==> src/rtl/core/cmfb_pkg.sv <==
// cmfb_pkg: types, constants and byte helpers for the motion command frame builder
// used by cmfb_prep, cmfb_serial and motion_command_frame_builder_unit

package cmfb_pkg;

    localparam int FRAME_LEN   = 32;
    localparam int NUM_VALS    = 7;
    localparam int VAL_W       = 24;
    localparam int POS_W       = 5;

    localparam logic [7:0]  HEADER_BYTE  = 8'h09;
    localparam logic [7:0]  KIND_POWER   = 8'h0A;
    localparam logic [7:0]  KIND_RUN     = 8'h0B;
    localparam logic [7:0]  TRAILER_BYTE = 8'h10;
    localparam logic [15:0] CRC_POLY     = 16'h1021;
    localparam logic [15:0] CRC_INIT     = 16'hFFFF;

    localparam logic [POS_W-1:0] POS_CRC_HI = 5'd29;
    localparam logic [POS_W-1:0] POS_CRC_LO = 5'd30;
    localparam logic [POS_W-1:0] POS_LAST   = 5'd31;

    localparam logic CMD_POWER = 1'b0;
    localparam logic CMD_RUN   = 1'b1;

    typedef struct packed {
        logic                    command;
        logic        [VAL_W-1:0] pulse_width;
        logic        [VAL_W-1:0] amplitude;
        logic        [VAL_W-1:0] pulse_rate;
        logic signed [VAL_W-1:0] x_shown;
        logic signed [VAL_W-1:0] x_target;
        logic signed [VAL_W-1:0] y_shown;
        logic signed [VAL_W-1:0] y_target;
        logic signed [VAL_W-1:0] z_shown;
        logic signed [VAL_W-1:0] z_target;
        logic signed [VAL_W-1:0] pzt_shown;
        logic signed [VAL_W-1:0] pzt_target;
    } cmd_t;

    typedef struct packed {
        logic [7:0]       frame_byte;
        logic [POS_W-1:0] byte_position;
        logic             frame_kind;
        logic             last_byte;
    } res_t;

    typedef struct packed {
        logic                             kind;
        logic [2:0]                       signs;
        logic [NUM_VALS-1:0][VAL_W-1:0]   vals;
    } frame_t;

    function automatic logic [15:0] crc_byte(input logic [15:0] crc_in, input logic [7:0] b);
        logic [15:0] c;
        c = crc_in ^ {b, 8'h00};
        for (int i = 0; i < 8; i++)
        begin
            if (c[15])
            begin
                c = {c[14:0], 1'b0} ^ CRC_POLY;
            end
            else
            begin
                c = {c[14:0], 1'b0};
            end
        end
        return c;
    endfunction

    // payload bytes 0..28 and the trailer; crc bytes are filled by the caller
    function automatic logic [7:0] frame_byte_sel(input frame_t f, input logic [POS_W-1:0] pos);
        logic [7:0] b;
        b = 8'h00;
        case (pos)
            5'd0:  b = HEADER_BYTE;
            5'd1:  b = f.kind ? KIND_RUN : KIND_POWER;
            5'd2:  b = f.vals[0][23:16];
            5'd3:  b = f.vals[0][15:8];
            5'd4:  b = f.vals[0][7:0];
            5'd5:  b = f.vals[1][23:16];
            5'd6:  b = f.vals[1][15:8];
            5'd7:  b = f.vals[1][7:0];
            5'd8:  b = f.vals[2][23:16];
            5'd9:  b = f.vals[2][15:8];
            5'd10: b = f.vals[2][7:0];
            5'd11: b = f.vals[3][23:16];
            5'd12: b = f.vals[3][15:8];
            5'd13: b = f.vals[3][7:0];
            5'd14: b = f.vals[4][23:16];
            5'd15: b = f.vals[4][15:8];
            5'd16: b = f.vals[4][7:0];
            5'd17: b = f.vals[5][23:16];
            5'd18: b = f.vals[5][15:8];
            5'd19: b = f.vals[5][7:0];
            5'd20: b = f.vals[6][23:16];
            5'd21: b = f.vals[6][15:8];
            5'd22: b = f.vals[6][7:0];
            5'd23: b = {5'b00000, f.signs};
            5'd31: b = TRAILER_BYTE;
            default: b = 8'h00;
        endcase
        return b;
    endfunction

endpackage

==> src/rtl/core/cmfb_prep.sv <==
// cmfb_prep: turns an accepted command into the held frame values and sign bits
// depends on cmfb_pkg

module cmfb_prep
    import cmfb_pkg::*;
(
    input  logic   clk,
    input  logic   load,
    input  cmd_t   cmd,
    output frame_t frame
);

    frame_t frame_reg;
    frame_t frame_next;

    logic [VAL_W-1:0] mag_x, mag_y, mag_z, mag_p;
    logic             neg_x, neg_y, neg_z;

    function automatic logic [VAL_W:0] diff_mag(input logic [VAL_W-1:0] s,
                                                input logic [VAL_W-1:0] t);
        logic [VAL_W:0] d;
        logic [VAL_W:0] m;
        d = {s[VAL_W-1], s} - {t[VAL_W-1], t};
        m = d[VAL_W] ? (~d + 1'b1) : d;
        return {d[VAL_W], m[VAL_W-1:0]};
    endfunction

    always_comb
    begin
        {neg_x, mag_x} = diff_mag(cmd.x_shown, cmd.x_target);
        {neg_y, mag_y} = diff_mag(cmd.y_shown, cmd.y_target);
        {neg_z, mag_z} = diff_mag(cmd.z_shown, cmd.z_target);
        mag_p          = VAL_W'(diff_mag(cmd.pzt_shown, cmd.pzt_target));
    end

    always_comb
    begin
        frame_next      = '0;
        frame_next.kind = cmd.command;
        if (cmd.command == CMD_RUN)
        begin
            frame_next.signs   = {neg_z, neg_y, neg_x};
            frame_next.vals[0] = mag_x;
            frame_next.vals[1] = mag_y;
            frame_next.vals[2] = mag_z;
            frame_next.vals[3] = mag_p;
            frame_next.vals[4] = cmd.x_target;
            frame_next.vals[5] = cmd.y_target;
            frame_next.vals[6] = cmd.z_target;
        end
        else
        begin
            frame_next.vals[0] = cmd.pulse_width;
            frame_next.vals[1] = cmd.amplitude;
            frame_next.vals[2] = cmd.pulse_rate;
        end
    end

    always_ff @(posedge clk)
    begin
        if (load)
        begin
            frame_reg <= frame_next;
        end
    end

    assign frame = frame_reg;

endmodule

==> src/rtl/core/cmfb_serial.sv <==
// cmfb_serial: byte counter, running crc and result register for one frame
// depends on cmfb_pkg

module cmfb_serial
    import cmfb_pkg::*;
(
    input  logic   clk,
    input  logic   rst_n,
    input  logic   load,
    input  frame_t frame,
    output logic   busy,
    output logic   strobe,
    output res_t   result
);

    logic             active_reg;
    logic             active_next;
    logic [POS_W-1:0] cnt_reg;
    logic [POS_W-1:0] cnt_next;
    logic [15:0]      crc_reg;
    logic [15:0]      crc_next;
    logic             strobe_reg;
    res_t             result_reg;
    res_t             result_next;
    logic [7:0]       cur_byte;

    always_comb
    begin
        if (cnt_reg == POS_CRC_HI)
        begin
            cur_byte = crc_reg[15:8];
        end
        else if (cnt_reg == POS_CRC_LO)
        begin
            cur_byte = crc_reg[7:0];
        end
        else
        begin
            cur_byte = frame_byte_sel(frame, cnt_reg);
        end
    end

    always_comb
    begin
        active_next = active_reg;
        cnt_next    = cnt_reg;
        crc_next    = crc_reg;
        if (active_reg)
        begin
            cnt_next = cnt_reg + 1'b1;
            if (cnt_reg < POS_CRC_HI)
            begin
                crc_next = crc_byte(crc_reg, cur_byte);
            end
            if (cnt_reg == POS_LAST)
            begin
                active_next = 1'b0;
            end
        end
        if (load)
        begin
            active_next = 1'b1;
            cnt_next    = '0;
            crc_next    = CRC_INIT;
        end
    end

    always_comb
    begin
        result_next.frame_byte    = cur_byte;
        result_next.byte_position = cnt_reg;
        result_next.frame_kind    = frame.kind;
        result_next.last_byte     = (cnt_reg == POS_LAST);
    end

    always_ff @(posedge clk or negedge rst_n)
    begin
        if (!rst_n)
        begin
            active_reg <= 1'b0;
            cnt_reg    <= '0;
            crc_reg    <= CRC_INIT;
            strobe_reg <= 1'b0;
        end
        else
        begin
            active_reg <= active_next;
            cnt_reg    <= cnt_next;
            crc_reg    <= crc_next;
            strobe_reg <= active_reg;
        end
    end

    always_ff @(posedge clk)
    begin
        if (active_reg)
        begin
            result_reg <= result_next;
        end
    end

    // free on the trailer byte so the next transaction follows without a gap
    assign busy   = active_reg && (cnt_reg != POS_LAST);
    assign strobe = strobe_reg;
    assign result = result_reg;

endmodule

==> src/rtl/core/motion_command_frame_builder_unit.sv <==
// motion_command_frame_builder_unit: top level of the 32-byte crc-16 command framer
// depends on cmfb_pkg, cmfb_prep and cmfb_serial
//
//   channel   signals              direction  transfer
//   command   start, busy, cmd     in         start high while busy low
//   frame     strobe, result       out        strobe high with each byte
//
// each transaction yields 32 result bytes, one per cycle, set by the byte counter
// and the byte-wide crc update; the first byte passes the counter and the result
// register; busy falls during the trailer byte, so commands run back to back
// reset clears the counter and strobe and sets the crc to its initial value; the block
// comes out of reset idle; the receiver cannot stall; every strobed byte is taken in its cycle

module motion_command_frame_builder_unit
    import cmfb_pkg::*;
(
    input  logic clk,
    input  logic rst_n,
    input  logic start,
    output logic busy,
    input  cmd_t cmd,
    output logic strobe,
    output res_t result
);

    logic   load;
    frame_t frame;

    assign load = start && !busy;

    cmfb_prep u_prep
    (
        .clk   (clk),
        .load  (load),
        .cmd   (cmd),
        .frame (frame)
    );

    cmfb_serial u_serial
    (
        .clk    (clk),
        .rst_n  (rst_n),
        .load   (load),
        .frame  (frame),
        .busy   (busy),
        .strobe (strobe),
        .result (result)
    );

endmodule

==> config.mk <==
export PLATFORM = sky130hd
export DESIGN_NAME = motion_command_frame_builder_unit
export DESIGN_NICKNAME = d
export VERILOG_FILES = /design/src/rtl/core/cmfb_pkg.sv /design/src/rtl/core/cmfb_prep.sv /design/src/rtl/core/cmfb_serial.sv /design/src/rtl/core/motion_command_frame_builder_unit.sv
export SDC_FILE = /design/constraint.sdc
export NUM_CORES = 1
export LEC_CHECK = 0
export ABC_CLOCK_PERIOD_IN_PS = 6750
export BUFFER_PORTS_ARGS = -buffer_cell sky130_fd_sc_hd__buf_2
export CORE_UTILIZATION = 50
export CTS_CLUSTER_SIZE = 10
export DETAILED_ROUTE_END_ITERATION = 12
export GPL_TIMING_DRIVEN = 0
export PLACE_DENSITY = 0.76
export SLEW_MARGIN = 20
export SYNTH_ARGS = -nofsm -noshare
export SYNTH_HDL_FRONTEND = slang
export SYNTH_SLANG_ARGS = --single-unit
==> constraint.sdc <==
create_clock -name clk -period 6.75 [get_ports clk]
set_input_delay 0 -clock clk [delete_from_list [all_inputs] [get_ports clk]]
set_output_delay 0 -clock clk [all_outputs]
set_load 0.01 [all_outputs]
After elaboration in Yosys (flattened, before gate mapping)
Index checks and enable logic that the tools add are counted.
{"block": "classes", "addsub": 9, "magnitude_cmp": 1, "eq_ne": 27, "n_mux": 39, "n_bitwise": 13, "n_reduce_logical": 7}
{"op": "2-to-1 mux 16 bit", "count": 17}
{"op": "case mux 8 bit (25 select lines)", "count": 1}
{"op": "2-to-1 mux 13 bit", "count": 8}
{"op": "subtractor 24 x 24 -> 25 bit", "count": 4}
{"op": "adder 24 x 1 -> 24 bit (second input constant)", "count": 4}
{"op": "2-to-1 mux 24 bit", "count": 4}
{"op": "inverter 24 bit", "count": 4}
{"op": "2-to-1 mux 72 bit", "count": 1}
{"op": "equality test 5 bit (second input constant)", "count": 11}
{"op": "equality test 5 x 4 -> 1 bit (second input constant)", "count": 8}
{"op": "inverter 3 bit", "count": 8}
{"op": "equality test 5 x 3 -> 1 bit (second input constant)", "count": 4}
{"op": "2-to-1 mux 8 bit", "count": 2}
{"op": "bitwise XOR 16 bit", "count": 1}
{"op": "equality test 5 x 2 -> 1 bit (second input constant)", "count": 2}
{"op": "2-to-1 mux 5 bit", "count": 2}
{"op": "adder 5 x 1 -> 5 bit (second input constant)", "count": 1}
{"op": "equality test 5 x 1 -> 1 bit (second input constant)", "count": 1}
{"op": "logical NOT 5 bit", "count": 1}
{"op": "< comparator 5 bit (second input constant)", "count": 1}
{"op": "!= test 5 bit (second input constant)", "count": 1}
{"op": "2-to-1 mux 1 bit", "count": 4}
{"op": "nonzero test 2 bit", "count": 2}
{"op": "logical AND 1 bit", "count": 2}
{"op": "other kinds (2)", "count": 2}
{"block": "word_totals", "register_bits": 210, "output_inout_bits": 17, "wordCells": 113}

Depth between registers and ports, before layout
Gate-level depths: netlist of run 1.
{"block": "logic_depth", "ltp_word": 38, "depth_mapped": 16}

By module
From an unflattened synthesis of run 1, not the netlist that was laid out.
{"block": "unflattened", "hier_cells": 2023, "area_unflattened_um2": 18084.8}
{"module": "cmfb_prep", "instances": 1, "cells_per_inst": 1572, "area_per_inst_um2": 14313.7, "seq_area_each_um2": 5165.0}
{"module": "cmfb_serial", "instances": 1, "cells_per_inst": 450, "area_per_inst_um2": 3757.4, "seq_area_each_um2": 1046.0}
{"module": "motion_command_frame_builder_unit", "instances": 1, "cells_per_inst": 1, "area_per_inst_um2": 13.8, "seq_area_each_um2": 0.0}

Least setup slack after synthesis of run 1
Ideal clock, no wire load.
{"block": "synth_path", "path_kind": "register to register", "from": "register u_serial.cnt_reg[3]", "to": "register u_serial.crc_reg[4]", "setup_ns": 0.073, "t_arrival_ns": 6.124, "required_time_ns": 6.677, "path_slack_ns": 0.553, "path_stages_with_launch": 14, "path_cell_list": "dfrtp_1 > clkbuf_1 > clkbuf_1 > buf_1 > and3_1 > ha_1 > nand2b_1 > nand2_1 > inv_1 > a21o_1 > clkbuf_1 > clkbuf_1 > nor2_1 > a21oi_1"}
{"item": "start, declared", "line_no": "cmfb_serial.sv:18", "rtl": "logic [POS_W-1:0] cnt_reg;"}
{"item": "start signal, assigned", "line_no": "cmfb_serial.sv:88", "rtl": "cnt_reg <= cnt_next;"}
{"item": "end signal, assigned", "line_no": "cmfb_serial.sv:89", "rtl": "crc_reg <= crc_next;"}
{"item": "end, declared", "line_no": "cmfb_serial.sv:20", "rtl": "logic [15:0] crc_reg;"}

==> reports/results.txt, run 1 <==
Finished Layout Cells: 2917
number of flip-flops in the largest register: 172
Sw Ratio: 0.408
synthesized instance count: 1995
Starting Density: 0.513
Flop pwr share: 0.310
post-synth cell types: 88
pwr dens: 283 mW/mm²
hold depth: 3
Slowest cell on crit path: dfrtp_1
H-tree Lvls: 1
Remaining DRCs: 0
drt via density: 6.08
crit share post-route: 0.775
final hold viol count: 0
routability cong.: 0.966
Cell Rows: 67
I/O Buffers: 284
Post-DP HPWL: 46.8 mm
antenna violations before repair: 2
placed cell count: 2729
HP Class: in2reg
IO Pins: 285
initial drt markers: 1830
Max-slew headroom: 0.291
ANT nets after route: 0
vias in the first global route: 17000
# Post-CTS Setup Buffers: 0
CP most frequent cell: clkbuf_1
CTS root buf: clkbuf_16
worst path cell trace: clkbuf_1, clkbuf_1, buf_1, and3_1, ha_1, nand2b_1, nand2_1, inv_8, buf_16, a21o_1, clkbuf_1, clkbuf_1, nor2_1, a21oi_1
Psw: 2.49 mW
Leak: 9.09 nW
reg-to-reg slack, setup: 1.52 ns
Vias: 17700
Worst-Margin Slew: 1.06 ns
final setup fails: 0
Die Area: 0.0355 mm²
Max Clk Rate: 0.191 GHz
total grt overflow: 0
Startpoint Class: flip-flop
largest net degree at the start of global routing: 92
final instance area: 0.0216 mm²
top_reg_cell synth: edfxtp_1
Worst Path Max Fanout: 91
Area contributors post-synth: edfxtp_1 (32%), ha_1 (7.6%), nor2_1 (6.0%), a21oi_1 (5.1%), xnor2_1 (4.7%)
clock power share: 0.194
Max-Cap Viols: 0
CTS max path bufs: 3
Final Max Tran Viols: 0
status: finished clean
RR Startpoint: u_serial.cnt_reg[3]
Post-synth EDFFs: 187
Placeable Area: 0.0339 mm²
Synth top area share: 0.323
CP Data Arrival Time: 5.68 ns
min-delay src: cmd[0]
#FFs+latches synth: 210
WHS Endpoint: u_prep.frame[72]
syn_nets: 2373
global-route wire length before repair: 94.4 mm
WL per Instance: 21.3 µm
die height: 188 µm
asr flop ratio synth: 0.110
Reg-to-Reg End: u_serial.crc_reg[9]
RSZ-0062 raised after global routing: no
Reg2Reg Depth: 14
Comb pwr share: 0.495
die width: 188 µm
Crit Path Category: reg2reg
Fin Clk Skew: 0.0131 ns
area grow syn2layout: 24.3%
Initial DRT Pass Iterations: 6
Sink Count: 210
number of CTS-inserted buffers: 25
Total GRT Usage: 0.341
syn_area_per_cell: 8.71 µm²
CTS clock-pin slew for the worst setup and hold paths: 0.05 ns
commonest non-fill, non-tap cell in the layout: buf_2
TritonCTS clock tree: built
Period minus WS final: 5.23 ns
Crit. End Element: flip-flop
commonest non-fill, non-tap cells in the layout: buf_2 (291), nor2_1 (278), edfxtp_1 (187)
crit-path max cell delay: 0.58 ns
final net count: 2834
yosys warns: 0
worst vdd ir: 0.361 mV
cts repair resizes: 0
Post-Syn Area: 0.0174 mm²
Seq/Total Area, Yosys: 0.358
Int Power: 3.62 mW
Critical Path RT: 7.20 ns
drt total wl: 62.1 mm
ratio of cells with drive above 1 in the final layout: 0.156
clk_lat worst skew: 0.53 ns
Post-Place Cell Area: 0.0194 mm²
area leader, netlist: edfxtp_1
[critical path, delay by kind of cell (launching register included)]
| kind | cells | cell delay [ns] |
|---|---|---|
| AO/OA/AOI/OAI | 2 | 0.28 |
| adder cells (fa/ha/maj) | 1 | 0.39 |
| buffers and inverters | 7 | 3.10 |
| flip-flops | 1 | 0.58 |
| AND/OR/NAND/NOR | 4 | 0.79 |
[worst max-delay path by stage]
stage	startpoint	to	cells after the start
6_report	u_serial.cnt_reg[3]	u_serial.crc_reg[9]	14
5_1_grt	u_serial.cnt_reg[3]	u_serial.crc_reg[9]	14
4_1_cts	u_serial.cnt_reg[3]	u_serial.crc_reg[11]	14
3_5_place_dp	u_serial.cnt_reg[3]	u_serial.crc_reg[9]	14
3_3_place_gp	u_serial.cnt_reg[3]	u_serial.crc_reg[5]	13
2_1_floorplan	u_serial.cnt_reg[3]	u_serial.crc_reg[4]	13
[routing by layer]
layer | track usage | up-vias | wire [µm]
met5 | 0 | - | 0
met4 | 0.121 | 0 | 2540
met3 | 0.0346 | 186 | 4720
met2 | 0.570 | 926 | 28900
met1 | 0.459 | 8411 | 26000
li1 | - | 8226 | -
[final cells by class]
class                      instances  area [µm²]
fill                            2809       12300
clock inverter                     4        33.8
clock buffer                      34         659
timing repair buffer             434        2940
tap                              448         561
antenna                            2        5.00
inverter                         140         533
sequential                       210        6210
buffer                            94         369
multi-input combinational       1551       10300
[synthesized netlist by cell type (8+ instances only)]
cell type    n
a221oi_1    12
xnor2_1     93
ha_1       106
edfxtp_1   187
o21a_1      19
mux2_2      18
nor2b_1     26
o211ai_1    20
or3_1       19
or2_2        8
nand3_1     47
nor4_1       9
dfstp_2     16
o41ai_1      8
a22oi_1     32
a21oi_1    178
o21ai_0     79
a211oi_1    16
clkbuf_1    81
o31ai_1     16
nor2_1     278
a22o_1       9
and2_1      24
and3_1      23
mux2i_1     20
a21o_1      51
a31oi_1     17
a221o_1      8
nand2_1    116
nand2b_1    17
xor2_1      67
inv_1      140
nor3_1      41
nand4_1     20
[stage by stage]
stage,hold WS (ns),TNS [ns],utilization,total power [mW],setup slack (ns)
finish,0.0364,0,0.638,6.10,1.52
global route,0.0493,0,0.638,6.41,1.12
CTS,0.0259,0,0.637,6.02,1.58
floorplan,-0.296,0,-,3.92,0.553
detailed placement,0.00442,0,0.573,4.77,1.59
global placement,0.00799,-227.18,0.571,4.72,-1.79
[power groups by stage]
stage          logic, mW  registers (mW)  clock network [mW]
6_report            3.02            1.89                1.19
3_3_place_gp        2.80            1.92                   0
4_1_cts             2.95            1.88                1.19
5_1_grt             3.27            1.91                1.23
2_1_floorplan       2.03            1.89                   0
3_5_place_dp        2.86            1.91                   0
[what timing repair did]
item | CTS | global route
hold buffers | 148 | 0
setup endpoints to repair | 0 | 0
hold endpoints to repair | 172 | 0
[logic make-up after synthesis]
family	synth area share
buf+inv	0.0515
xor+xnor	0.0807
mux	0.0232
compound gates	0.222
fa+ha+maj	0.0810
flops	0.358
simple gates	0.184
No activity file was read; power rests on OpenSTA's default activity.
==> run 2: changes to the inputs <==
ABC_CLOCK_PERIOD_IN_PS = 4350   (was 6750)
PLACE_DENSITY = 0.79   (was 0.76)
clock period = 4.35 ns   (was 6.75 ns; I/O delays follow)
==> reports/results.txt, run 2 (synthesized netlist as in run 1, its figures left out) <==
commonest non-fill, non-tap cells in the layout: buf_2 (291), nor2_1 (278), edfxtp_1 (187)
commonest non-fill, non-tap cell in the layout: buf_2
antenna violations before repair: 0 (-2)
die height: 188 µm (unchanged)
ratio of cells with drive above 1 in the final layout: 0.164 (+0.00784)
HP Class: in2reg
Total GRT Usage: 0.334 (-0.00650)
Final TNS setup: 0 ns (unchanged)
setup ws final: 0.127 ns (-1.39 ns)
Die Area: 0.0355 mm² (unchanged)
Max Clk Rate: 0.237 GHz
Max-slew headroom: 0.301 (+0.00965)
final core occ: 0.643 (+0.00573)
Crit Path Category: in2reg
global-route wire length before repair: 92.7 mm (-1.8%)
Critical Path RT: 4.63 ns (-2.57 ns)
CTS clock-pin slew for the worst setup and hold paths: 0.05 ns (about the same)
Crit. End Element: flip-flop
Cell Rows: 67 (unchanged)
Starting Density: 0.513 (unchanged)
RSZ-0062 raised after global routing: no
IO Pins: 285 (unchanged)
CTS max path bufs: 3 (unchanged)
die width: 188 µm (unchanged)
H-tree Lvls: 1 (unchanged)
CTS root buf: clkbuf_16
Worst-Margin Slew: 1.05 ns (-0.0145 ns)
Initial DRT Pass Iterations: 10 (+4)
Leak: 9.17 nW (+0.86%)
number of CTS-inserted buffers: 25 (unchanged)
largest net degree at the start of global routing: 38 (-59%)
clk_lat worst skew: 0.54 ns (about the same)
Placeable Area: 0.0339 mm² (unchanged)
vias in the first global route: 17300 (+1.8%)
Max-Cap Viols: 0 (unchanged)
Sink Count: 210 (unchanged)
# Post-CTS Setup Buffers: 0 (unchanged)
TritonCTS clock tree: built
final instance area: 0.0218 mm² (+0.90%)
Final Max Tran Viols: 0 (unchanged)
Post-Place Cell Area: 0.0196 mm² (+0.90%)
Post-DP HPWL: 46.6 mm (-0.61%)
status: finished, violations left
I/O Buffers: 284 (unchanged)
ANT nets after route: 0 (unchanged)
drt total wl: 61.0 mm (-1.8%)
Remaining DRCs: 1 (+1)
crit share post-route: 0.971
final hold viol count: 0 (unchanged)
Worst Path Max Fanout: 5 (-95%)
WL per Instance: 20.9 µm (-1.9%)
number of flip-flops in the largest register: 172 (unchanged)
final net count: 2839 (+0.18%)
# diodes: 0 (-2)
area grow syn2layout: 25.4%
Startpoint Class: input pin
final setup fails: 0 (unchanged)
reg-to-reg slack, setup: 0.15 ns (-1.37 ns)
Vias: 17700 (-0.23%)
drt via density: 6.07 (-0.30%)
routability cong.: 0.995 (+3.0%)
CP Data Arrival Time: 4.50 ns (-1.18 ns)
post-place setup slack: 0.217 ns (-1.37 ns)
Period minus WS final: 4.22 ns
failing checks: design-rule violations
initial drt markers: 1776 (-3.0%)
Fin Clk Skew: 0.0117 ns (-0.00140 ns)
worst vdd ir: 0.493 mV (+37%)
pwr dens: 437 mW/mm² (+54%)
total grt overflow: 0 (unchanged)
[run 2: changes by cell type in the layout (fill, tap and decap cells not counted), sizes merged]
cell	before	now
buf	299	304
clkbuf	115	114
clkinvlp	0	1
diode	2	0
inv	141	140
[run 2: worst max-delay path, cell delays in order]
cell           delay [ns]
dlygate4sd3_1        0.56
buf_2                0.18
ha_1                 0.24
fa_1                 0.42
nor2b_1              0.15
o21ai_1              0.10
a21boi_1             0.33
o311a_1              0.29
nor2_1               0.14
xor2_1               0.31
nand3_1              0.29
a2111oi_4            0.53
nor3b_2              0.32
mux2_2               0.36
a211o_1              0.27
[run 2: final cells by class]
class	instances	area (µm²)
Buffer	94	437
Inverter	140	529
Clock buffer	33	656
Timing Repair Buffer	439	3020
Fill cell	2751	12100
Clock inverter	4	35.0
Multi-Input combinational cell	1551	10300
Sequential cell	210	6210
Tap cell	448	561
[run 2: path summary, 6_finish.rpt]
path                                     startpoint              endpoint  cells after the start
max in group asynchronous                     rst_n       u_serial.strobe                      3
worst max register to register  u_serial.cnt_reg[3]   u_serial.crc_reg[7]                     15
worst min register to register    u_prep.frame[171]    u_serial.result[1]                      0
worst min-delay path                         cmd[0]      u_prep.frame[72]                      3
min in group asynchronous                     rst_n  u_serial.crc_reg[14]                      2
worst max-delay path                        cmd[96]      u_prep.frame[45]                     15
[run 2: stage by stage]
step / total power, mW / cells / hold WS [ns]
after detailed placement: 7.44 / 2734 / 0.00859
final: 9.51 / 2919 / 0.0499
after global placement: 7.33 / 2727 / 0.00470
after global routing: 10.0 / 2919 / 0.0629
after CTS: 9.37 / 2919 / 0.0320
after floorplan: 6.15 / 1995 / -0.296
[run 2: repair_timing]
item,CTS,global route
hold buffers,148,0
resized for setup,0,5
setup endpoints to repair,0,9
endpoints found under the hold margin,172,0
[run 2: metal layers]
metal	global-route usage	part of all wire	vias up
li1	-	-	8238
met1	0.434	0.41	8320
met2	0.560	0.47	955
met3	0.0386	0.080	195
met4	0.149	0.047	0
met5	0	0	-
[run 2: where the power goes]
group / switching, mW / leakage [nW] / internal, mW
Combinational: 2.81 / 6.85 / 1.93
Clock: 0.793 / 0.339 / 1.05
Sequential: 0.222 / 1.97 / 2.71
==> run 3: changes to the inputs <==
PLACE_DENSITY = 0.84   (was 0.79)
==> reports/results.txt, run 3 (synthesized netlist as in run 1, its figures left out) <==
Period minus WS final: 4.19 ns (-0.0284 ns)
global-route wire length before repair: 94.6 mm (+2.1%)
hold slack final: 0.0122 ns (-0.0378 ns)
area grow syn2layout: 25.4% (about the same)
FILL cells: 2709 (-1.5%)
Fin Clk Skew: 0.0183 ns (+0.00664 ns)
commonest non-fill, non-tap cells in the layout: buf_2 (291), nor2_1 (278), edfxtp_1 (187)
Post-DP HPWL: 46.7 mm (+0.35%)
Reg-to-Reg End: u_serial.crc_reg[14]
I/O Buffers: 284 (unchanged)
ANT nets after route: 0 (unchanged)
initial drt markers: 2002 (+13%)
H-tree Lvls: 1 (unchanged)
Crit Path Category: reg2reg
Worst Path Max Fanout: 10 (+5)
Pwr Total: 9.65 mW (+1.5%)
crit-path max cell delay: 0.65 ns (+0.09 ns)
Starting Density: 0.513 (unchanged)
Worst Setup SP: u_serial.cnt_reg[0]
total grt overflow: 0 (unchanged)
reg-to-reg slack, setup: 0.16 ns (about the same)
number of CTS-inserted buffers: 25 (unchanged)
Critical Path RT: 4.79 ns (+0.16 ns)
min-delay src: cmd[0]
WHS Endpoint: u_prep.frame[72]
die width: 188 µm (unchanged)
Startpoint Class: flip-flop
Cell Rows: 67 (unchanged)
Max-slew headroom: 0.211 (-0.0898)
ratio of cells with drive above 1 in the final layout: 0.164 (-0.000206)
clk_lat worst skew: 0.54 ns (about the same)
CTS root buf: clkbuf_16
WL per Instance: 21.4 µm (+2.6%)
vias in the first global route: 17300 (+0.046%)
Placeable Area: 0.0339 mm² (unchanged)
commonest non-fill, non-tap cell in the layout: buf_2
final net count: 2838 (-0.035%)
antenna violations before repair: 1 (+1)
placed cell count: 2732 (-0.073%)
Vias: 18100 (+2.3%)
Max-Cap Viols: 0 (unchanged)
Final Max Tran Viols: 0 (unchanged)
final instance area: 0.0218 mm² (about the same)
crit share post-route: 0.964 (-0.00652)
Post-Place Cell Area: 0.0196 mm² (-0.14%)
Slowest cell on crit path: nor2_1
Sink Count: 210 (unchanged)
final setup fails: 0 (unchanged)
routability cong.: 1.01 (+1.7%)
Remaining DRCs: 0 (-1)
final hold viol count: 0 (unchanged)
Crit. End Element: flip-flop
Initial DRT Pass Iterations: 6 (-4)
status: finished clean
worst vdd ir: 0.676 mV (+37%)
Worst-Margin Slew: 1.17 ns (+0.128 ns)
drt total wl: 62.5 mm (+2.6%)
HP Class: in2reg
CP Data Arrival Time: 4.64 ns (+0.14 ns)
CTS clock-pin slew for the worst setup and hold paths: 0.06 ns (about the same)
pwr dens: 443 mW/mm² (+1.5%)
RR Startpoint: u_serial.cnt_reg[0]
Leak: 9.16 nW (about the same)
Max Clk Rate: 0.238 GHz (+0.68%)
worst path cell trace: inv_1, ha_1, clkbuf_1, nand2_1, nor2_1, a221o_1, a221oi_1, nand4_1, nor3_1, o21ai_1, mux2i_2, xnor2_2, or2_0, a31oi_1
RSZ-0062 raised after global routing: no
IO Pins: 285 (unchanged)
CTS max path bufs: 3 (unchanged)
TritonCTS clock tree: built
hold depth: 3 (unchanged)
drt via density: 6.21 (+2.4%)
number of flip-flops in the largest register: 172 (unchanged)
Finished Layout Cells: 2918 (-0.034%)
largest net degree at the start of global routing: 41 (+7.9%)
Die Area: 0.0355 mm² (unchanged)
Final TNS setup: 0 ns (unchanged)
Total GRT Usage: 0.343 (+0.00840)
Reg2Reg Depth: 14 (-1)
die height: 188 µm (unchanged)
-- run 3: cell types whose count changed in the layout (fill, tap and decap cells not counted), sizes merged --
| cell | before | now |
|---|---|---|
| buf | 304 | 303 |
| diode | 0 | 2 |
| inv | 140 | 141 |
| clkinv | 3 | 0 |
-- run 3: area by class of cell --
cell class	count	area, µm²	area share
diodes	2	5.00	0.000230
plain buffers	93	433	0.0199
clock buffers	33	666	0.0306
clock inverters	2	28.8	0.00132
inverters	140	529	0.0243
multi-input cells	1551	10300	0.475
flip-flops and latches	210	6210	0.285
well taps	448	561	0.0257
repair buffers	439	3000	0.138
-- run 3: power breakdown --
group,switching [mW],internal (mW)
Clock,0.788,1.06
Combinational,2.89,1.97
Sequential,0.232,2.71
-- run 3: worst max-delay path by stage --
stage,endpoint,slack (ns),cells past startpoint
6_report,u_serial.crc_reg[14],0.16,14
5_1_grt,u_prep.frame[45],0.02,15
4_1_cts,u_serial.crc_reg[14],0.08,15
3_5_place_dp,u_prep.frame[44],0.11,16
3_3_place_gp,u_serial.crc_reg[10],-1.39,13
2_1_floorplan,u_serial.crc_reg[10],-0.29,13
-- run 3: per-stage QoR --
stage           util  setup slack [ns]
2_1_floorplan      -            -0.293
3_3_place_gp   0.575             -1.39
3_5_place_dp   0.577             0.109
4_1_cts        0.642            0.0798
5_1_grt        0.643            0.0190
6_report       0.643             0.156
-- run 3: critical path: cells and delay by family (launching register included) --
family / cells / cell delay, ns
xor gates and xnor gates: 1 / 0.16
DFF: 1 / 0.48
and+or+nand+nor: 5 / 1.30
adders and majority gates: 1 / 0.30
buffers and inverters: 2 / 0.62
AOI/OAI and AO/OA: 4 / 0.85
muxes: 1 / 0.41
-- run 3: what timing repair did --
| item | 4_1_cts | 5_1_grt |
|---|---|---|
| endpoints found under the hold margin | 172 | 0 |
| endpoints found under the setup margin | 0 | 8 |
| resized for setup | 0 | 4 |
| setup buffers | 0 | 2 |
| hold buffers | 148 | 0 |
-- run 3: routing by layer --
metal | track usage | part of all wire
met4 | 0.154 | 0.052
met5 | 0 | 0
met3 | 0.0540 | 0.097
met2 | 0.564 | 0.46
met1 | 0.444 | 0.39
